===== config.mk =====
export PLATFORM = sky130hd
export DESIGN_NAME = class_argmax_uncertainty
export DESIGN_NICKNAME = d
export VERILOG_FILES = /design/src/rtl/cau_pkg.sv /design/src/rtl/cau_ctrl.sv /design/src/rtl/cau_datapath.sv /design/src/rtl/class_argmax_uncertainty.sv
export SDC_FILE = /design/constraint.sdc
export NUM_CORES = 1
export LEC_CHECK = 0
export ABC_AREA = 0
export CAP_MARGIN = 20
export CORE_ASPECT_RATIO = 1.25
export CORE_MARGIN = 10
export CORE_UTILIZATION = 47
export CTS_CLUSTER_DIAMETER = 100
export DETAILED_ROUTE_END_ITERATION = 6
export DONT_BUFFER_PORTS = 1
export HOLD_SLACK_MARGIN = 0.08
export PLACE_DENSITY = 0.7
export SKIP_LAST_GASP = 1
export SLEW_MARGIN = 20
export SYNTH_ARGS = -nofsm -noshare
export SYNTH_HDL_FRONTEND = slang
export SYNTH_SLANG_ARGS = --single-unit

===== constraint.sdc =====
create_clock -name clk -period 9.6 [get_ports clk]
set_input_delay 0.48 -clock clk [delete_from_list [all_inputs] [get_ports clk]]
set_output_delay 0.48 -clock clk [all_outputs]
set_load 0.01 [all_outputs]

===== src/rtl/cau_pkg.sv =====
// cau_pkg: constants, widths and control structs of the class argmax and
// uncertainty block. Depends on nothing; used by every module in rtl.
`timescale 1ns / 1ps
package cau_pkg;

	localparam int MAX_CLASSES = 256;
	localparam int COUNT_BITS  = 16;

	localparam int CLASS_BITS = $clog2(MAX_CLASSES);
	localparam int CFG_BITS   = CLASS_BITS + 1;
	localparam int SUM_BITS   = COUNT_BITS + CLASS_BITS;
	localparam int PERCENT    = 100;
	localparam int QUO_BITS   = 7;
	localparam int DIV_BITS   = SUM_BITS + QUO_BITS;
	localparam int STEP_BITS  = $clog2(QUO_BITS);

	localparam int IN_DATA_BITS  = ((COUNT_BITS + 7) / 8) * 8;
	localparam int OUT_DATA_BITS = ((CLASS_BITS + QUO_BITS + 7) / 8) * 8;

	typedef struct packed {
		logic accept;
		logic div_load;
		logic div_step;
		logic out_load;
	} cau_cmd_t;

	typedef struct packed {
		logic last_item;
	} cau_status_t;

endpackage


===== src/rtl/cau_ctrl.sv =====
// cau_ctrl: controller state machine; sequences accumulate, divide and
// output load. Depends on cau_pkg.
`timescale 1ns / 1ps
module cau_ctrl (
	input  logic                 clk,
	input  logic                 arst_n,
	input  logic                 s_tvalid,
	output logic                 s_tready,
	output logic                 m_tvalid,
	input  logic                 m_tready,
	input  cau_pkg::cau_status_t status,
	output cau_pkg::cau_cmd_t    cmd
);
	import cau_pkg::*;

	localparam logic [1:0] ST_ACCEPT = 2'd0;
	localparam logic [1:0] ST_LOAD   = 2'd1;
	localparam logic [1:0] ST_DIVIDE = 2'd2;
	localparam logic [1:0] ST_FINISH = 2'd3;

	logic [1:0]           state_q;
	logic [STEP_BITS-1:0] step_q;
	logic                 out_valid_q;
	logic                 slot_free;

	assign s_tready  = (state_q == ST_ACCEPT);
	assign m_tvalid  = out_valid_q;
	assign slot_free = !out_valid_q || m_tready;

	always_comb begin
		cmd          = '0;
		cmd.accept   = s_tvalid && s_tready;
		cmd.div_load = (state_q == ST_LOAD);
		cmd.div_step = (state_q == ST_DIVIDE);
		cmd.out_load = (state_q == ST_FINISH) && slot_free;
	end

	always_ff @(posedge clk or negedge arst_n) begin
		if (!arst_n) begin
			state_q     <= ST_ACCEPT;
			step_q      <= '0;
			out_valid_q <= 1'b0;
		end else begin
			if (cmd.out_load) begin
				out_valid_q <= 1'b1;
			end else if (m_tready) begin
				out_valid_q <= 1'b0;
			end
			case (state_q)
				ST_ACCEPT: begin
					if (cmd.accept && status.last_item) begin
						state_q <= ST_LOAD;
					end
				end
				ST_LOAD: begin
					step_q  <= '0;
					state_q <= ST_DIVIDE;
				end
				ST_DIVIDE: begin
					if (step_q == STEP_BITS'(QUO_BITS - 1)) begin
						state_q <= ST_FINISH;
					end else begin
						step_q <= step_q + 1'b1;
					end
				end
				ST_FINISH: begin
					if (slot_free) begin
						state_q <= ST_ACCEPT;
					end
				end
				default: begin
					state_q <= ST_ACCEPT;
				end
			endcase
		end
	end

endmodule


===== src/rtl/cau_datapath.sv =====
// cau_datapath: class count register, running max/argmax/sum, shift-subtract
// divider and output register. Depends on cau_pkg.
`timescale 1ns / 1ps
module cau_datapath (
	input  logic                          clk,
	input  logic                          arst_n,
	input  logic                          cfg_we,
	input  logic [cau_pkg::CFG_BITS-1:0]  cfg_data,
	input  logic [cau_pkg::COUNT_BITS-1:0] class_count,
	input  cau_pkg::cau_cmd_t             cmd,
	output cau_pkg::cau_status_t          status,
	output logic [cau_pkg::CLASS_BITS-1:0] most_likely_class,
	output logic [cau_pkg::QUO_BITS-1:0]  uncertainty_percent,
	output logic                          sum_zero_error
);
	import cau_pkg::*;

	logic [CFG_BITS-1:0]   num_classes_q;
	logic [CFG_BITS-1:0]   n_eff;
	logic [CLASS_BITS-1:0] pos_q;
	logic [COUNT_BITS-1:0] best_q;
	logic [CLASS_BITS-1:0] best_class_q;
	logic [SUM_BITS-1:0]   sum_q;
	logic [DIV_BITS-1:0]   rem_q;
	logic [DIV_BITS-1:0]   den_q;
	logic [QUO_BITS-1:0]   quo_q;
	logic                  ge;
	logic                  last_item;

	always_comb begin
		n_eff = num_classes_q;
		if (num_classes_q == '0) begin
			n_eff = CFG_BITS'(1);
		end else if (num_classes_q > CFG_BITS'(MAX_CLASSES)) begin
			n_eff = CFG_BITS'(MAX_CLASSES);
		end
	end

	assign last_item        = ({1'b0, pos_q} + CFG_BITS'(1)) >= n_eff;
	assign status.last_item = last_item;
	assign ge               = rem_q >= den_q;

	always_ff @(posedge clk or negedge arst_n) begin
		if (!arst_n) begin
			num_classes_q <= CFG_BITS'(1);
			pos_q         <= '0;
			best_q        <= '0;
			best_class_q  <= '0;
			sum_q         <= '0;
		end else begin
			if (cfg_we) begin
				num_classes_q <= cfg_data;
			end
			if (cmd.accept) begin
				if (pos_q == '0) begin
					best_q       <= class_count;
					best_class_q <= '0;
					sum_q        <= SUM_BITS'(class_count);
				end else begin
					if (class_count > best_q) begin
						best_q       <= class_count;
						best_class_q <= pos_q;
					end
					sum_q <= sum_q + SUM_BITS'(class_count);
				end
				pos_q <= last_item ? '0 : pos_q + 1'b1;
			end
		end
	end

	always_ff @(posedge clk) begin
		if (cmd.div_load) begin
			rem_q <= DIV_BITS'(best_q) * DIV_BITS'(PERCENT);
			den_q <= DIV_BITS'(sum_q) << (QUO_BITS - 1);
		end else if (cmd.div_step) begin
			if (ge) begin
				rem_q <= rem_q - den_q;
			end
			den_q <= den_q >> 1;
			quo_q <= {quo_q[QUO_BITS-2:0], ge};
		end
		if (cmd.out_load) begin
			most_likely_class <= best_class_q;
			if (sum_q == '0) begin
				uncertainty_percent <= '0;
				sum_zero_error      <= 1'b1;
			end else begin
				uncertainty_percent <= QUO_BITS'(PERCENT) - quo_q;
				sum_zero_error      <= 1'b0;
			end
		end
	end

endmodule


===== src/rtl/class_argmax_uncertainty.sv =====
// class_argmax_uncertainty: top level; joins cau_ctrl and cau_datapath.
// Depends on cau_pkg, cau_ctrl, cau_datapath.
`timescale 1ns / 1ps
// Takes one class vote count per word, classes 0 to num_classes-1 of a pixel
// in order, and after the last class of the pixel returns the first class
// with the highest count and 100 - floor(100*max/sum), or an error flag with
// uncertainty 0 when all counts were zero. Counts of a pixel may come back to
// back; after the last count of a pixel the input stalls to load the divider,
// run 7 shift-subtract steps and write the output register, and stalls longer
// while a previous result still waits in the output register. The divider
// yields one quotient bit per cycle. num_classes of 0 acts as 1; values above
// 256 act as 256. Write num_classes only while the block is idle.
module class_argmax_uncertainty (
	input  logic                              clk,
	input  logic                              arst_n,
	input  logic                              cfg_valid,
	output logic                              cfg_ready,
	input  logic [cau_pkg::CFG_BITS-1:0]      cfg_data,      // num_classes
	input  logic                              s_tvalid,
	output logic                              s_tready,
	input  logic [cau_pkg::IN_DATA_BITS-1:0]  s_tdata,       // class_count
	output logic                              m_tvalid,
	input  logic                              m_tready,
	// most_likely_class, uncertainty_percent, zero pad
	output logic [cau_pkg::OUT_DATA_BITS-1:0] m_tdata,
	output logic                              m_tuser        // sum_zero_error
);
	import cau_pkg::*;

	cau_cmd_t              cmd;
	cau_status_t           status;
	logic [CLASS_BITS-1:0] most_likely_class;
	logic [QUO_BITS-1:0]   uncertainty_percent;

	assign cfg_ready = 1'b1;
	assign m_tdata   = OUT_DATA_BITS'({uncertainty_percent, most_likely_class});

	cau_ctrl u_ctrl (
		.clk      (clk),
		.arst_n   (arst_n),
		.s_tvalid (s_tvalid),
		.s_tready (s_tready),
		.m_tvalid (m_tvalid),
		.m_tready (m_tready),
		.status   (status),
		.cmd      (cmd)
	);

	cau_datapath u_datapath (
		.clk                 (clk),
		.arst_n              (arst_n),
		.cfg_we              (cfg_valid && cfg_ready),
		.cfg_data            (cfg_data),
		.class_count         (s_tdata[COUNT_BITS-1:0]),
		.cmd                 (cmd),
		.status              (status),
		.most_likely_class   (most_likely_class),
		.uncertainty_percent (uncertainty_percent),
		.sum_zero_error      (m_tuser)
	);

endmodule


**Word level (Yosys, flattened, before mapping)**

Index checks and enable logic that the tools add are counted.

- Add/subtract/negate cells: 6
- $mul: 1
- Div/mod/pow operators: 0
- $lt $le $gt $ge: 4
- Equality and inequality tests: 8
- Shifts and indexed selects: 0
- Multiplexer cells: 22
- Bitwise gates (word level): 1
- Reduce and logical (&&, ||, !) cells: 19

Operators by type and width:

| cell | count |
|---|---|
| 23-bit two-way mux | 3 |
| 30-bit two-way mux | 2 |
| 16-bit two-way mux | 2 |
| 31-bit by 30-bit >= comparator with 1-bit output | 1 |
| 31-bit by 30-bit subtractor with 31-bit output | 1 |
| 24-bit by 16-bit adder with 24-bit output | 1 |
| 24-bit zero test | 1 |
| 24-bit two-way mux | 1 |
| 8-bit two-way mux | 3 |
| 16-bit by 5-bit multiplier with 21-bit output, second input constant | 1 |
| 9-bit two-way mux | 2 |
| 16-bit > comparator | 1 |
| 2-bit AND reduction | 5 |
| 8-bit by 1-bit adder with 9-bit output, second input constant | 1 |
| 9-bit >= comparator | 1 |
| 9-bit > comparator, second input constant | 1 |
| 9-bit zero test | 1 |
| 8-bit by 1-bit adder with 8-bit output, second input constant | 1 |
| 8-bit zero test | 1 |
| 2-bit one-hot mux with 4 select lines | 1 |
| 2-bit nonzero test | 4 |
| 7-bit subtractor, first input constant | 1 |
| 2-bit two-way mux | 3 |
| 3-bit one-hot mux with 2 select lines | 1 |
| other kinds (14) | 21 |

- Bits in registers: 155
- Latch bits: 0
- RAM bits: 0
- Memory bits (read-only): 0
- Input bits: 30
- Output and inout bits: 20
- Logic and storage cells: 77
- Memories kept: 0

**Depth between registers and ports, before layout**

- Word-level depth: 7
- Gate-level depth with buffers: 15
- Gate-level depth less buffers: 15

**Cells and area by module**

From an unflattened synthesis, not the netlist that was laid out.

- Cells, all modules: 1215
- Area, all modules: 11239.5 um^2

By module, submodules not included:

| module | instances | cells an instance | area an instance (um^2) | seq. area each (um^2) |
|---|---|---|---|---|
| cau_datapath | 1 | 1171 | 10812.9 | 3990.1 |
| cau_ctrl | 1 | 40 | 404.1 | 150.1 |
| class_argmax_uncertainty | 1 | 4 | 22.5 | 0.0 |

**Worst setup path after synthesis**

OpenSTA, ideal clock, no wires.

- Path type: register to register
- Start: register u_datapath.best_q[3]
- End: register u_datapath.rem_q[21], data pin
- Library setup time: 0.268 ns
- Arrival time: 3.415 ns
- Required time: 9.332 ns
- Setup slack: 5.918 ns
- Stages on the path, launching flop included: 16
- Path buffers: 0
- Clock period less this slack: 3.682 ns
- Path through: dfrtp_1 > ha_1 > ha_1 > inv_1 > fa_1 > inv_1 > ha_1 > a21oi_1 > o22ai_1 > o41ai_1 > o21a_1 > o21ai_0 > a21o_1 > a21oi_1 > xor2_1 > o21ai_0

- Longest elaborated chain between the ends: 2

RTL lines:

| what | RTL line | RTL |
|---|---|---|
| start, declared | cau_datapath.sv:21 | `logic [COUNT_BITS-1:0] best_q;` |
| start signal, assigned | cau_datapath.sv:56 | `best_q <= class_count;` |
| start signal, assigned | cau_datapath.sv:61 | `best_q <= class_count;` |
| 16-bit by 5-bit multiplier with 21-bit output | cau_datapath.sv:73 | `rem_q <= DIV_BITS'(best_q) * DIV_BITS'(PERCENT);` |
| 23-bit two-way mux | cau_datapath.sv:72 | `if (cmd.div_load) begin` |
| end signal, assigned | cau_datapath.sv:73 |  |
| end signal, assigned | cau_datapath.sv:77 | `rem_q <= rem_q - den_q;` |
| end, declared | cau_datapath.sv:24 | `logic [DIV_BITS-1:0] rem_q;` |

Every way passes these cells.
A chain may end at the register's enable or synchronous reset.

**Worst setup path after layout**

Ends and elaborated chain as after synthesis.

==> impl_results.md <==
- CP Capture Type: flop
- Fill cell count: between 2000 and 2500
- Required @ worst endpoint: just under 10 ns
- Setup Buffers After CTS: 0
- DP HPWL: 19.84 mm
- Synth cell types: 75
- CTS root buffer: clkbuf_16
- Die height: 192.0 um
- Mean Syn Cell Area: around 9.3 um2
- Asr flop ratio synth: 0.4581
- Diodes inserted: 0
- Setup TNS: 0 ns
- Remaining antenna violation count: 0
- Largest net degree at the start of global routing: 80
- Clk sinks: 155
- Minimum clock period: between 4 and 5 ns
- Post-route setup slack: 5.594 ns
- All-Layer GR Usage: 0.1746
- RSZ-0062 raised after global routing: no
- Initial Utilization: 0.4814
- Vias: about 8500
- Final Hold Viols: 0
- Core Area: 0.02312 mm2
- Post-synth EDFFs: 68
- First-pass GRT wire length: 42.30 mm
- Synthesis Warnings: 0
- Number of global-route vias before repair: 8214
- Worst-margin pin slew: between 1 and 1.5 ns
- DRT iter0 DRCs: between 500 and 600
- Clk Latency, worst-skew pair: 0.43 ns
- Clock Skews: 0.008220 ns
- GR Overflow Total: 0
- Drt pass-1 iters: 6
- CP arrival: 4.17 ns
- Setup violators final: 0
- Status: finished clean
- Crit share post-route: 0.4172
- Nets: approximately 1400
- Max H-tree Level: 4
- Final WL: 26.09 mm
- Final std cells w/o fill: 1475
- Register area share after synthesis: 0.3720
- Critical path type: flop to flop
- Die area: 0.03027 mm2
- Worst slew margin relative to its limit: 0.3092
- Residual DRC: 0
- I/O pin count: 50
- Post_cts resized: 0
- Initial antenna violation count: 0
- Die W: roughly 160 um
- Number of I/O port buffers: 0
- Crit start category: flop
- Clk slew on worst S/H paths: ~0.060 ns
- CP Max Fanout: 5
- Ys flop type: dfrtp_1
- Layout cells sized above 1: 0.06571
- Area Growth Syn to Fin: 7.038%
- Synthesized flop and latch total: 155
- Most frequent cells in the layout: ha_1 (132), nand2_1 (127), inv_1 (123)
- WL/cell: 17.69 um
- Mapped Nets: 1367
- Post-Place Worst Slack: 5.631 ns
- Pins Over Slew Limit: 0
- Row cnt: 62
- Most common cell after layout, fill and taps aside: ha_1
- Vias/cell: 5.757
- Min-delay worst type: input port to flop
- TritonCTS clock tree: done
- F_max: 249.7 MHz
- RePlAce Congestion: roughly 0.94
- Number of cells after detailed placement: 1441
- Clk buf depth: 2
- Post-Syn Area: 0.01113 mm2
- Max cap viols: 0
- Inserted Clock Buffers: 17
- Gate Count Post-Synth: 1191
[flip-flops by register name, summed over array words and instances, names as in the netlist]
| signal | cells |
|---|---|
| u_datapath.uncertainty_percent | 7 |
| u_datapath.most_likely_class | 8 |
| u_datapath.sum_q | 24 |
| u_datapath.den_q | 30 |
| u_datapath.best_class_q | 8 |
| u_datapath.quo_q | 7 |
| u_ctrl.state_q | 2 |
| u_datapath.sum_zero_error | 1 |
| u_ctrl.m_tvalid | 1 |
| u_datapath.rem_q | 31 |
| u_datapath.pos_q | 8 |
| u_datapath.num_classes_q | 9 |
| u_ctrl.step_q | 3 |
| u_datapath.best_q | 16 |
[cell usage after synthesis (4+ instances only)]
library cell,count,area [um2]
nor4_1,8,50.05
xnor2_1,46,402.9
buf_2,5,25.02
buf_4,4,30.03
xor2_1,13,113.9
nand4_1,14,87.58
and3_1,11,68.82
a21oi_1,60,300.3
nor3_1,13,65.06
and2_1,10,62.56
a211oi_1,7,52.55
nand2_1,127,476.7
a211o_1,6,52.55
mux2_2,24,270.3
dfxtp_1,16,320.3
a31oi_1,11,68.82
nand2b_1,10,62.56
o21a_1,12,90.09
clkbuf_1,28,105.1
a22o_1,12,105.1
inv_1,123,461.7
nor2b_1,13,81.33
ha_1,133,1664
or3_1,4,25.02
a21o_1,31,232.7
o31ai_1,15,112.6
fa_1,13,260.3
edfxtp_1,68,2042
nand3_1,36,180.2
a21boi_0,5,37.54
o211ai_1,4,30.03
dfrtp_1,70,1752
o41ai_1,4,35.03
a31o_2,4,35.03
o21ai_0,89,445.4
buf_1,5,18.77
mux2i_1,10,100.1
a32o_1,4,40.04
nor2_1,69,259.0
o21bai_1,10,75.07
[metrics by stage]
step | cell area (um2) | util | hold slack, ns
global route | 11910 | 0.5153 | 0.1430
CTS | 11900 | 0.5149 | 0.1192
detailed placement | 11340 | 0.4905 | 0.1870
floorplan | 11130 | - | 0.1844
finish | 11910 | 0.5153 | 0.1455
global placement | 11340 | 0.4905 | 0.1870
[kinds of logic after synthesis]
family          Yosys count  share of synthesized area
xor+xnor                 59                    0.04643
mux                      34                    0.03328
compound gates          302                     0.1792
flops                   155                     0.3720
fa+ha+maj               146                     0.1729
other cells               2                  0.0006748
simple gates            325                     0.1363
buf+inv                 168                    0.05925
[area by class of cell]
cell class / instances / area, um2 / area share
Clock inverter: 13 / 92.59 / 0.007772
Inverter: 125 / 469.2 / 0.03939
Clock buffer: 19 / 432.9 / 0.03634
Timing Repair Buffer: 7 / 75.07 / 0.006302
Sequential cell: 155 / 4140 / 0.3475
Tap cell: 288 / 360.3 / 0.03025
Multi-Input combinational cell: 868 / 6342 / 0.5324
[path summary, 6_finish.rpt]
kind,end,slack (ns),start,cells after the start
setup / recovery,u_datapath.rem_q[21],5.59,u_datapath.best_q[3],15
setup reg to reg,u_datapath.rem_q[21],5.59,u_datapath.best_q[3],15
max in group asynchronous,u_datapath.num_classes_q[0],8.65,arst_n,2
hold / removal,u_datapath.num_classes_q[8],0.15,cfg_valid,1
min in group asynchronous,u_datapath.sum_q[7],0.58,arst_n,2
hold reg to reg,u_datapath.most_likely_class[2],0.45,u_datapath.best_class_q[2],0
[layer usage]
metal / track usage / vias up / wire (um)
li1: - / 4192 / -
met1: 0.2141 / 4051 / 11350
met2: 0.2862 / 200 / 12410
met3: 0.03894 / 49 / 1347
met4: 0.07961 / 0 / 985
met5: 0 / - / 0
[critical path: stages, from the launching register on]
cell     delay [ns]
dfrtp_1        0.44
ha_1           0.32
ha_1           0.28
inv_1          0.05
fa_1           0.49
inv_1          0.04
ha_1           0.34
a21oi_1        0.16
o22ai_1        0.11
o41ai_1        0.53
o21a_1         0.22
o21ai_0        0.15
a21o_1         0.21
a21oi_1        0.17
xor2_1         0.15
o21ai_0        0.08
[repair_timing]
item,4_1_cts,5_1_grt
hold endpoints to repair,71,0
setup endpoints to repair,0,0
hold buffers,2,0
Power is not shown: default switching activity piles up to over one toggle a cycle in this logic, so the estimate is an artifact.
